--- src/rtl/core/interval_throughput_meter_top_assert.svh ---
// Assertion macros for the interval throughput meter.
`ifndef INTERVAL_THROUGHPUT_METER_TOP_ASSERT_SVH
`define INTERVAL_THROUGHPUT_METER_TOP_ASSERT_SVH

`ifndef SYNTHESIS

// Antecedent implies consequent in the same cycle
`define ITM_ASSERT_IMPL(label, clk, rst, ante, cons) \
   label: assert property (@(posedge clk) disable iff (rst) (ante) |-> (cons)) \
      else $error("itm assertion failed");

// Antecedent implies consequent in the following cycle
`define ITM_ASSERT_NEXT(label, clk, rst, ante, cons) \
   label: assert property (@(posedge clk) disable iff (rst) (ante) |=> (cons)) \
      else $error("itm assertion failed");

`else

`define ITM_ASSERT_IMPL(label, clk, rst, ante, cons)
`define ITM_ASSERT_NEXT(label, clk, rst, ante, cons)

`endif

`endif

--- src/rtl/core/itm_pkg.sv ---
package itm_pkg;

   // Field and state widths
   localparam int TIME_W     = 32;
   localparam int PKT_BITS_W = 20;
   localparam int CNT_W      = 16;
   localparam int BITS_W     = 40;
   localparam int BIT_RATE_W = 48;
   localparam int PKT_RATE_W = 32;
   localparam int BATCH_W    = 16;

   // Products and division
   localparam int NUM_B_W = BITS_W + TIME_W;       // bit count times ticks per second
   localparam int NUM_P_W = CNT_W + TIME_W;        // packet count times ticks per second
   localparam int STEP_W  = $clog2(BIT_RATE_W);

   // Register port
   localparam int CSR_IDX_W  = 2;
   localparam int CSR_DATA_W = 32;
   localparam logic [CSR_IDX_W-1:0] CSR_BATCH_SIZE   = 2'd0;
   localparam logic [CSR_IDX_W-1:0] CSR_MAX_INTERVAL = 2'd1;

   // Register reset values
   localparam logic [BATCH_W-1:0] BATCH_SIZE_RESET   = 16'd100;
   localparam logic [TIME_W-1:0]  MAX_INTERVAL_RESET = 32'd1000000;

   typedef enum logic [2:0] {
      ST_IDLE,
      ST_MUL,
      ST_SUM,
      ST_LOAD,
      ST_DIV,
      ST_OUT
   } ctrl_state_type;

   // Controller to datapath
   typedef struct packed {
      logic accept;
      logic mul;
      logic sum;
      logic load;
      logic step_bit;
      logic step_pkt;
      logic out_load;
   } cmd_type;

   // Datapath to controller
   typedef struct packed {
      logic close;
   } sts_type;

endpackage

--- src/rtl/core/itm_ctrl.sv ---
module itm_ctrl
   import itm_pkg::*;
(
   input  logic    clock,
   input  logic    reset,
   input  logic    req_valid,
   output logic    req_stall,
   output logic    rsp_valid,
   input  logic    rsp_stall,
   input  sts_type sts,
   output cmd_type cmd
);

   ctrl_state_type state_ff, state_in;
   logic [STEP_W-1:0] step_ff, step_in;
   logic rsp_valid_ff, rsp_valid_in;
   logic last_step;
   logic out_free;

   assign last_step = (step_ff == STEP_W'(BIT_RATE_W - 1));
   assign out_free  = !rsp_valid_ff || !rsp_stall;

   // Next state
   always_comb begin
      state_in = state_ff;
      case (state_ff)
         ST_IDLE: begin
            if (req_valid && sts.close) state_in = ST_MUL;
         end
         ST_MUL:  state_in = ST_SUM;
         ST_SUM:  state_in = ST_LOAD;
         ST_LOAD: state_in = ST_DIV;
         ST_DIV: begin
            if (last_step) state_in = ST_OUT;
         end
         ST_OUT: begin
            if (out_free) state_in = ST_IDLE;
         end
         default: state_in = ST_IDLE;
      endcase
   end

   // Commands
   always_comb begin
      cmd       = '0;
      req_stall = 1'b1;
      case (state_ff)
         ST_IDLE: begin
            req_stall  = 1'b0;
            cmd.accept = req_valid;
         end
         ST_MUL:  cmd.mul  = 1'b1;
         ST_SUM:  cmd.sum  = 1'b1;
         ST_LOAD: cmd.load = 1'b1;
         ST_DIV: begin
            cmd.step_bit = 1'b1;
            cmd.step_pkt = (step_ff < STEP_W'(PKT_RATE_W));
         end
         ST_OUT:  cmd.out_load = out_free;
         default: req_stall = 1'b1;
      endcase
   end

   // Count division steps; hold the result valid until taken
   assign step_in      = (state_ff == ST_DIV) ? step_ff + 1'b1 : '0;
   assign rsp_valid_in = cmd.out_load || (rsp_valid_ff && rsp_stall);
   assign rsp_valid    = rsp_valid_ff;

   always_ff @(posedge clock) begin
      if (reset) begin
         state_ff     <= ST_IDLE;
         step_ff      <= '0;
         rsp_valid_ff <= 1'b0;
      end else begin
         state_ff     <= state_in;
         step_ff      <= step_in;
         rsp_valid_ff <= rsp_valid_in;
      end
   end

endmodule

--- src/rtl/core/itm_datapath.sv ---
module itm_datapath
   import itm_pkg::*;
#(
   parameter int unsigned TICKS_PER_SECOND = 1000000
)
(
   input  logic                  clock,
   input  logic                  reset,
   input  logic                  csr_write,
   input  logic [CSR_IDX_W-1:0]  csr_index,
   input  logic [CSR_DATA_W-1:0] csr_wdata,
   input  logic [TIME_W-1:0]     req_arrival_time,
   input  logic [PKT_BITS_W-1:0] req_packet_bits,
   output logic [TIME_W-1:0]     rsp_interval_begin,
   output logic [BIT_RATE_W-1:0] rsp_bit_rate,
   output logic [PKT_RATE_W-1:0] rsp_packet_rate,
   output logic                  rsp_zero_duration,
   input  cmd_type               cmd,
   output sts_type               sts
);

   localparam logic [TIME_W-1:0] TPS = TIME_W'(TICKS_PER_SECOND);

   // Configuration
   logic [BATCH_W-1:0] batch_size_ff, batch_size_in;
   logic [TIME_W-1:0]  max_interval_ff, max_interval_in;

   // Running interval
   logic [TIME_W-1:0] start_ff, start_in;
   logic [CNT_W-1:0]  cnt_ff, cnt_in;
   logic [BITS_W-1:0] bits_ff, bits_in;

   // Snapshot of the closed interval
   logic [TIME_W-1:0] op_begin_ff;
   logic [TIME_W-1:0] op_dur_ff;
   logic [BITS_W-1:0] op_bits_ff;
   logic [CNT_W-1:0]  op_cnt_ff;

   // Products and dividends
   logic [2*TIME_W-1:0]            prod_lo_ff;
   logic [BITS_W-TIME_W+TIME_W-1:0] prod_hi_ff;
   logic [NUM_P_W-1:0]             prod_pkt_ff;
   logic [NUM_B_W-1:0]             num_b_ff;

   // Division state
   logic [TIME_W-1:0]     rem_b_ff, rem_b_in;
   logic [BIT_RATE_W-1:0] quo_b_ff, quo_b_in;
   logic                  sat_b_ff;
   logic [TIME_W-1:0]     rem_p_ff, rem_p_in;
   logic [PKT_RATE_W-1:0] quo_p_ff, quo_p_in;
   logic                  sat_p_ff;

   // Result word
   logic [TIME_W-1:0]     out_begin_ff;
   logic [BIT_RATE_W-1:0] out_bit_rate_ff;
   logic [PKT_RATE_W-1:0] out_pkt_rate_ff;
   logic                  out_zero_ff;

   logic [TIME_W-1:0] duration;
   logic              close;
   logic [BITS_W:0]   bit_sum;
   logic [TIME_W:0]   trial_b, trial_p;
   logic              ge_b, ge_p;

   // Register writes; other indexes are dropped
   always_comb begin
      batch_size_in   = batch_size_ff;
      max_interval_in = max_interval_ff;
      if (csr_write) begin
         case (csr_index)
            CSR_BATCH_SIZE:   batch_size_in   = csr_wdata[BATCH_W-1:0];
            CSR_MAX_INTERVAL: max_interval_in = csr_wdata[TIME_W-1:0];
            default: ;
         endcase
      end
   end

   // Close test against the incoming word
   assign duration  = req_arrival_time - start_ff;
   assign close     = (cnt_ff >= batch_size_ff) || (duration >= max_interval_ff);
   assign sts.close = close;

   // Add the packet, restarting on close; counts saturate
   assign bit_sum = {1'b0, bits_ff} + {{(BITS_W+1-PKT_BITS_W){1'b0}}, req_packet_bits};

   always_comb begin
      start_in = start_ff;
      cnt_in   = cnt_ff;
      bits_in  = bits_ff;
      if (cmd.accept) begin
         if (close) begin
            start_in = req_arrival_time;
            cnt_in   = CNT_W'(1);
            bits_in  = {{(BITS_W-PKT_BITS_W){1'b0}}, req_packet_bits};
         end else begin
            cnt_in  = (&cnt_ff) ? cnt_ff : cnt_ff + 1'b1;
            bits_in = bit_sum[BITS_W] ? {BITS_W{1'b1}} : bit_sum[BITS_W-1:0];
         end
      end
   end

   always_ff @(posedge clock) begin
      if (reset) begin
         batch_size_ff   <= BATCH_SIZE_RESET;
         max_interval_ff <= MAX_INTERVAL_RESET;
         start_ff        <= '0;
         cnt_ff          <= '0;
         bits_ff         <= '0;
      end else begin
         batch_size_ff   <= batch_size_in;
         max_interval_ff <= max_interval_in;
         start_ff        <= start_in;
         cnt_ff          <= cnt_in;
         bits_ff         <= bits_in;
      end
   end

   // Restoring division steps, one quotient bit each
   assign trial_b = {rem_b_ff, quo_b_ff[BIT_RATE_W-1]};
   assign ge_b    = trial_b >= {1'b0, op_dur_ff};
   assign rem_b_in = ge_b ? TIME_W'(trial_b - {1'b0, op_dur_ff}) : trial_b[TIME_W-1:0];
   assign quo_b_in = {quo_b_ff[BIT_RATE_W-2:0], ge_b};

   assign trial_p = {rem_p_ff, quo_p_ff[PKT_RATE_W-1]};
   assign ge_p    = trial_p >= {1'b0, op_dur_ff};
   assign rem_p_in = ge_p ? TIME_W'(trial_p - {1'b0, op_dur_ff}) : trial_p[TIME_W-1:0];
   assign quo_p_in = {quo_p_ff[PKT_RATE_W-2:0], ge_p};

   always_ff @(posedge clock) begin
      // Capture the closing interval
      if (cmd.accept && close) begin
         op_begin_ff <= start_ff;
         op_dur_ff   <= duration;
         op_bits_ff  <= bits_ff;
         op_cnt_ff   <= cnt_ff;
      end
      // Scale by ticks per second
      if (cmd.mul) begin
         prod_lo_ff  <= {{TIME_W{1'b0}}, op_bits_ff[TIME_W-1:0]} * {{TIME_W{1'b0}}, TPS};
         prod_hi_ff  <= {{TIME_W{1'b0}}, op_bits_ff[BITS_W-1:TIME_W]}
                        * {{(BITS_W-TIME_W){1'b0}}, TPS};
         prod_pkt_ff <= {{TIME_W{1'b0}}, op_cnt_ff} * {{CNT_W{1'b0}}, TPS};
      end
      // Join the partial products
      if (cmd.sum) begin
         num_b_ff <= {prod_hi_ff, {TIME_W{1'b0}}}
                     + {{(NUM_B_W-2*TIME_W){1'b0}}, prod_lo_ff};
      end
      // Seed the dividers; a high part not below the divisor means overflow
      if (cmd.load) begin
         rem_b_ff <= {{(TIME_W-(NUM_B_W-BIT_RATE_W)){1'b0}}, num_b_ff[NUM_B_W-1:BIT_RATE_W]};
         quo_b_ff <= num_b_ff[BIT_RATE_W-1:0];
         sat_b_ff <= {{(TIME_W-(NUM_B_W-BIT_RATE_W)){1'b0}}, num_b_ff[NUM_B_W-1:BIT_RATE_W]}
                     >= op_dur_ff;
         rem_p_ff <= {{(TIME_W-(NUM_P_W-PKT_RATE_W)){1'b0}},
                      prod_pkt_ff[NUM_P_W-1:PKT_RATE_W]};
         quo_p_ff <= prod_pkt_ff[PKT_RATE_W-1:0];
         sat_p_ff <= {{(TIME_W-(NUM_P_W-PKT_RATE_W)){1'b0}},
                      prod_pkt_ff[NUM_P_W-1:PKT_RATE_W]} >= op_dur_ff;
      end else begin
         if (cmd.step_bit) begin
            rem_b_ff <= rem_b_in;
            quo_b_ff <= quo_b_in;
         end
         if (cmd.step_pkt) begin
            rem_p_ff <= rem_p_in;
            quo_p_ff <= quo_p_in;
         end
      end
      // Load the result word
      if (cmd.out_load) begin
         out_begin_ff    <= op_begin_ff;
         out_bit_rate_ff <= sat_b_ff ? {BIT_RATE_W{1'b1}} : quo_b_ff;
         out_pkt_rate_ff <= sat_p_ff ? {PKT_RATE_W{1'b1}} : quo_p_ff;
         out_zero_ff     <= (op_dur_ff == '0);
      end
   end

   assign rsp_interval_begin = out_begin_ff;
   assign rsp_bit_rate       = out_bit_rate_ff;
   assign rsp_packet_rate    = out_pkt_rate_ff;
   assign rsp_zero_duration  = out_zero_ff;

endmodule

--- src/rtl/core/interval_throughput_meter_top.sv ---
// Interval throughput meter. Each accepted word is one packet (arrival tick, length in bits).
// A packet that does not close the current interval is accepted while the block is idle, so such packets
// stream at one per cycle. A packet that closes the interval is accepted and then keeps the
// block busy until its result is loaded: a multiply step, a step to join the partial products,
// a seed step, 48 steps of the bit-serial divider (the bit rate and packet rate dividers run
// side by side on the interval duration) and a step to load the result register. The result
// register holds a finished word while packets continue to arrive; after a further closing
// packet the block stalls before that load only while the word is still not taken. A duration
// of zero gives both rates at their maximum with rsp_zero_duration set. The user must write
// batch_size and max_interval through the csr port while the block is idle; the block does not enforce this.
`include "interval_throughput_meter_top_assert.svh"

module interval_throughput_meter_top
   import itm_pkg::*;
#(
   parameter int unsigned TICKS_PER_SECOND = 1000000
)
(
   input  logic                  clock,
   input  logic                  reset,
   input  logic                  csr_write,
   input  logic [CSR_IDX_W-1:0]  csr_index,
   input  logic [CSR_DATA_W-1:0] csr_wdata,
   input  logic                  req_valid,
   output logic                  req_stall,
   input  logic [TIME_W-1:0]     req_arrival_time,
   input  logic [PKT_BITS_W-1:0] req_packet_bits,
   output logic                  rsp_valid,
   input  logic                  rsp_stall,
   output logic [TIME_W-1:0]     rsp_interval_begin,
   output logic [BIT_RATE_W-1:0] rsp_bit_rate,
   output logic [PKT_RATE_W-1:0] rsp_packet_rate,
   output logic                  rsp_zero_duration
);

   cmd_type cmd;
   sts_type sts;

   itm_ctrl u_ctrl (
      .clock     (clock),
      .reset     (reset),
      .req_valid (req_valid),
      .req_stall (req_stall),
      .rsp_valid (rsp_valid),
      .rsp_stall (rsp_stall),
      .sts       (sts),
      .cmd       (cmd)
   );

   itm_datapath #(
      .TICKS_PER_SECOND (TICKS_PER_SECOND)
   ) u_datapath (
      .clock              (clock),
      .reset              (reset),
      .csr_write          (csr_write),
      .csr_index          (csr_index),
      .csr_wdata          (csr_wdata),
      .req_arrival_time   (req_arrival_time),
      .req_packet_bits    (req_packet_bits),
      .rsp_interval_begin (rsp_interval_begin),
      .rsp_bit_rate       (rsp_bit_rate),
      .rsp_packet_rate    (rsp_packet_rate),
      .rsp_zero_duration  (rsp_zero_duration),
      .cmd                (cmd),
      .sts                (sts)
   );

   // A zero duration word carries both rates at full scale
   `ITM_ASSERT_IMPL(a_zero_sat, clock, reset, rsp_valid && rsp_zero_duration, (&rsp_bit_rate) && (&rsp_packet_rate))
   // A fresh result only follows a busy period
   `ITM_ASSERT_IMPL(a_rsp_after_busy, clock, reset, $rose(rsp_valid), $past(req_stall))
   // A closing packet always takes the block out of idle
   `ITM_ASSERT_NEXT(a_close_busy, clock, reset, req_valid && !req_stall && sts.close, req_stall)

endmodule
--- config.mk ---
export PLATFORM = sky130hd
export DESIGN_NAME = interval_throughput_meter_top
export DESIGN_NICKNAME = d
export VERILOG_FILES = /design/src/rtl/core/itm_pkg.sv /design/src/rtl/core/itm_ctrl.sv /design/src/rtl/core/itm_datapath.sv /design/src/rtl/core/interval_throughput_meter_top.sv
export VERILOG_INCLUDE_DIRS = /design/src /design/src/rtl/core
export SDC_FILE = /design/constraint.sdc
export NUM_CORES = 2
export LEC_CHECK = 0
export BUFFER_PORTS_ARGS = -buffer_cell sky130_fd_sc_hd__buf_2
export CORE_UTILIZATION = 55
export CTS_CLUSTER_SIZE = 14
export DETAILED_ROUTE_END_ITERATION = 16
export GPL_TIMING_DRIVEN = 0
export PLACE_DENSITY = 0.75
export SYNTH_ARGS = -nofsm -noshare
export SYNTH_HDL_FRONTEND = slang
export SYNTH_SLANG_ARGS = --single-unit
--- constraint.sdc ---
create_clock -name clock -period 8.82 [get_ports clock]
set_clock_uncertainty 0.1 [all_clocks]
set_input_delay 0.882 -clock clock [delete_from_list [all_inputs] [get_ports clock]]
set_output_delay 0.882 -clock clock [all_outputs]
set_load 0.02 [all_outputs]
==> impl_metrics.yaml <==
clocking:
  cts-root-buf: "clkbuf_16"
  clk_latency_ns: 0.64
  cts_tree: "done"
  cts_resized: 0
  post_cts_buffers: 0
  clk_path_buf_depth: 3
  cts-hold-fix-buffers: 0
  clk_pin_slew_ns: 0.06
  h-tree-depth: 3
  cts_num_sinks: 678
  numCtsBuffers: 73
logic_synthesis:
  netlist_area_mm2: 0.0441
  yosys.area.top_type: "edfxtp_1"
  synth_edf_count: 508
  syn_avg_cell_area_um2: 10.6
  synthTopCellsByArea: "edfxtp_1, ha_1, fa_1"
  yosysTopAreaCellShare: 0.346
  ys_seq_area_frac: 0.423
  synth_common_cells: "ha_1, edfxtp_1, nand2_1"
  syn-num-nets: 4977
  synth_cells: 4165
  synthFlopType: "edfxtp_1"
  yosysUniqueCellTypes: 86
  yosysMostFrequentCell: "ha_1"
  async_flop_share: 0
  yosys_warnings: 0
  ys_ff_latch: 678
placement:
  io_buffer_count: 205
  dp.cells: 5439
  gp_congestion: 0.924
  dp_hpwl_um: 79900
worst_hold_path:
  hp-class: "register to register"
worst_setup_path:
  crit_required_ns: 8.99
  worst-r2r-cell-count: 24
  cp.arrival_ns: 7.94
  r2r_slack_ns: 1.05
  critPathCaptureType: "register"
  r2r_end: "u_datapath.op_bits_ff[16]"
  r2r-start: "u_datapath.start_ff[1]"
  path_class: "input pin to register"
  crit_path_start_kind: "input pin"
  cp-endpoint: "u_datapath.op_bits_ff[16]"
  cp_max_fo: 88
  crit_start: "req_arrival_time[0]"
sta:
  finalSetupTns_ns: 0
  period_share: 0.881
  relSlewSlack: 0.225
  setup_viol: 0
  period_needed_ns: 7.77
  drv_slew: 0
  rsz0062_at_grt: "no"
  worst_pin_slew_ns: 1.16
  fmax_mhz: 129
  hold_viol: 0
route:
  routed_wl_um: 101000
  ant_nets: 0
  vias_per_cell: 5.58
  firstDrtPassIters: 6
  num_vias: 31100
  wl_per_cell_um: 18.1
  drc_errors: 0
  drtIter0Drc: 2326
floorplanning:
  num_rows: 103
  die_h_um: 285
  initial_core_util: 0.558
  ios: 206
  die_w_um: 285
  die-area_mm2: 0.0814
  core_mm2: 0.0791
layout:
  area_growth_pct: 11.8
  layout-drive-gt1-share: 0.107
  nNetsFinal: 5276
  stdcell_count: 5578
  final.fill_count: 6293
  fin_util: 0.624
grt:
  grt-ovfl-total: 0
  antenna_found_initial: 11
  grt_pass1_wl_um: 160000
  grt_max_degree: 89
  track_usage: 0.247
  grt_pass1_vias: 30200
job:
  cap_violations: 0
run_status:
  status: "completed"
==> registers in the layout, summed over array words and instances, names as in the netlist, 40 cells and up <==
register	cells
u_datapath.num_b_ff	55
u_datapath.quo_b_ff	48
u_datapath.bits_ff	40
u_datapath.rsp_bit_rate	48
u_datapath.op_bits_ff	40
u_datapath.prod_lo_ff	46
==> worst max-delay path: stages <==
cell and delay (ns):
buf_2 0.11, inv_1 0.05, ha_1 0.17, inv_1 0.06, fa_1 0.42, a211oi_1 0.33, o2111ai_1 0.22, nand4_1 0.18
a21boi_0 0.20, o211a_1 0.31, o211ai_1 0.25, o22ai_1 0.17, nor3_1 0.21, o21ai_0 0.16, a21oi_1 0.20, xnor2_1 0.18
ha_1 0.34, nand4_1 0.16, nor4_1 0.62, nand2_1 0.11, nor4_1 0.44, nor4_1 0.11, o2111ai_1 0.40, nand2_1 0.36
inv_1 0.39, clkbuf_8 0.44, buf_16 0.40
==> per-stage QoR <==
step                area [um2]  setup slack (ns)  hold WS [ns]
floorplan                44100             0.326         0.300
global placement         46500             -2.80         0.301
detailed placement       46800             0.561         0.305
CTS                      49300              1.19         0.315
global route             49400             0.545         0.319
finish                   49400              1.05         0.315
==> worst min path at each step <==
| stage | startpoint | to | depth (start not counted) |
|---|---|---|---|
| floorplan | u_datapath.prod_lo_ff[10] | u_datapath.num_b_ff[10] | 0 |
| global placement | u_datapath.prod_lo_ff[6] | u_datapath.num_b_ff[6] | 0 |
| detailed placement | u_datapath.prod_lo_ff[22] | u_datapath.num_b_ff[22] | 0 |
| CTS | u_datapath.op_begin_ff[3] | u_datapath.rsp_interval_begin[3] | 0 |
| global route | u_datapath.op_begin_ff[7] | u_datapath.rsp_interval_begin[7] | 0 |
| finish | u_datapath.op_begin_ff[7] | u_datapath.rsp_interval_begin[7] | 0 |
==> layout make-up <==
type / count / area (um2) / area share
Sequential cell: 678 / 18700 / 0.378
Clock inverter: 48 / 596 / 0.0121
Tap cell: 1050 / 1310 / 0.0266
Buffer: 109 / 457 / 0.00925
Timing Repair Buffer: 224 / 1330 / 0.0269
Inverter: 448 / 1680 / 0.0341
Antenna cell: 3 / 7.51 / 0.000152
Clock buffer: 88 / 1940 / 0.0394
Multi-Input combinational cell: 2930 / 23400 / 0.473
==> cell families after synthesis <==
logic type	share of synthesized area
mux	0.00910
xor+xnor	0.0415
compound gates	0.118
flops	0.423
simple gates	0.120
buf+inv	0.0482
fa+ha+maj	0.240
==> per-layer routing <==
layer | global-route usage | part of all wire | up-vias
met5 | 0 | 0.00052 | -
met4 | 0.0675 | 0.025 | 8
met3 | 0.0329 | 0.056 | 163
met2 | 0.409 | 0.47 | 841
met1 | 0.341 | 0.45 | 14900
li1 | - | - | 15200
==> cells in the final DEF, fill, tap and decap left out, drive strengths merged, types with 138 or more instances in the layout <==
cell,Yosys,final
a21oi,306,306
buf,26,250
clkbuf,83,171
dfxtp,170,170
edfxtp,508,508
fa,212,212
ha,509,509
inv,447,454
nand2,482,482
nor2,251,251
o21ai,139,139
xnor2,138,138
Power is not shown: default switching activity piles up to over one toggle a cycle in this logic, so the estimate is an artifact.
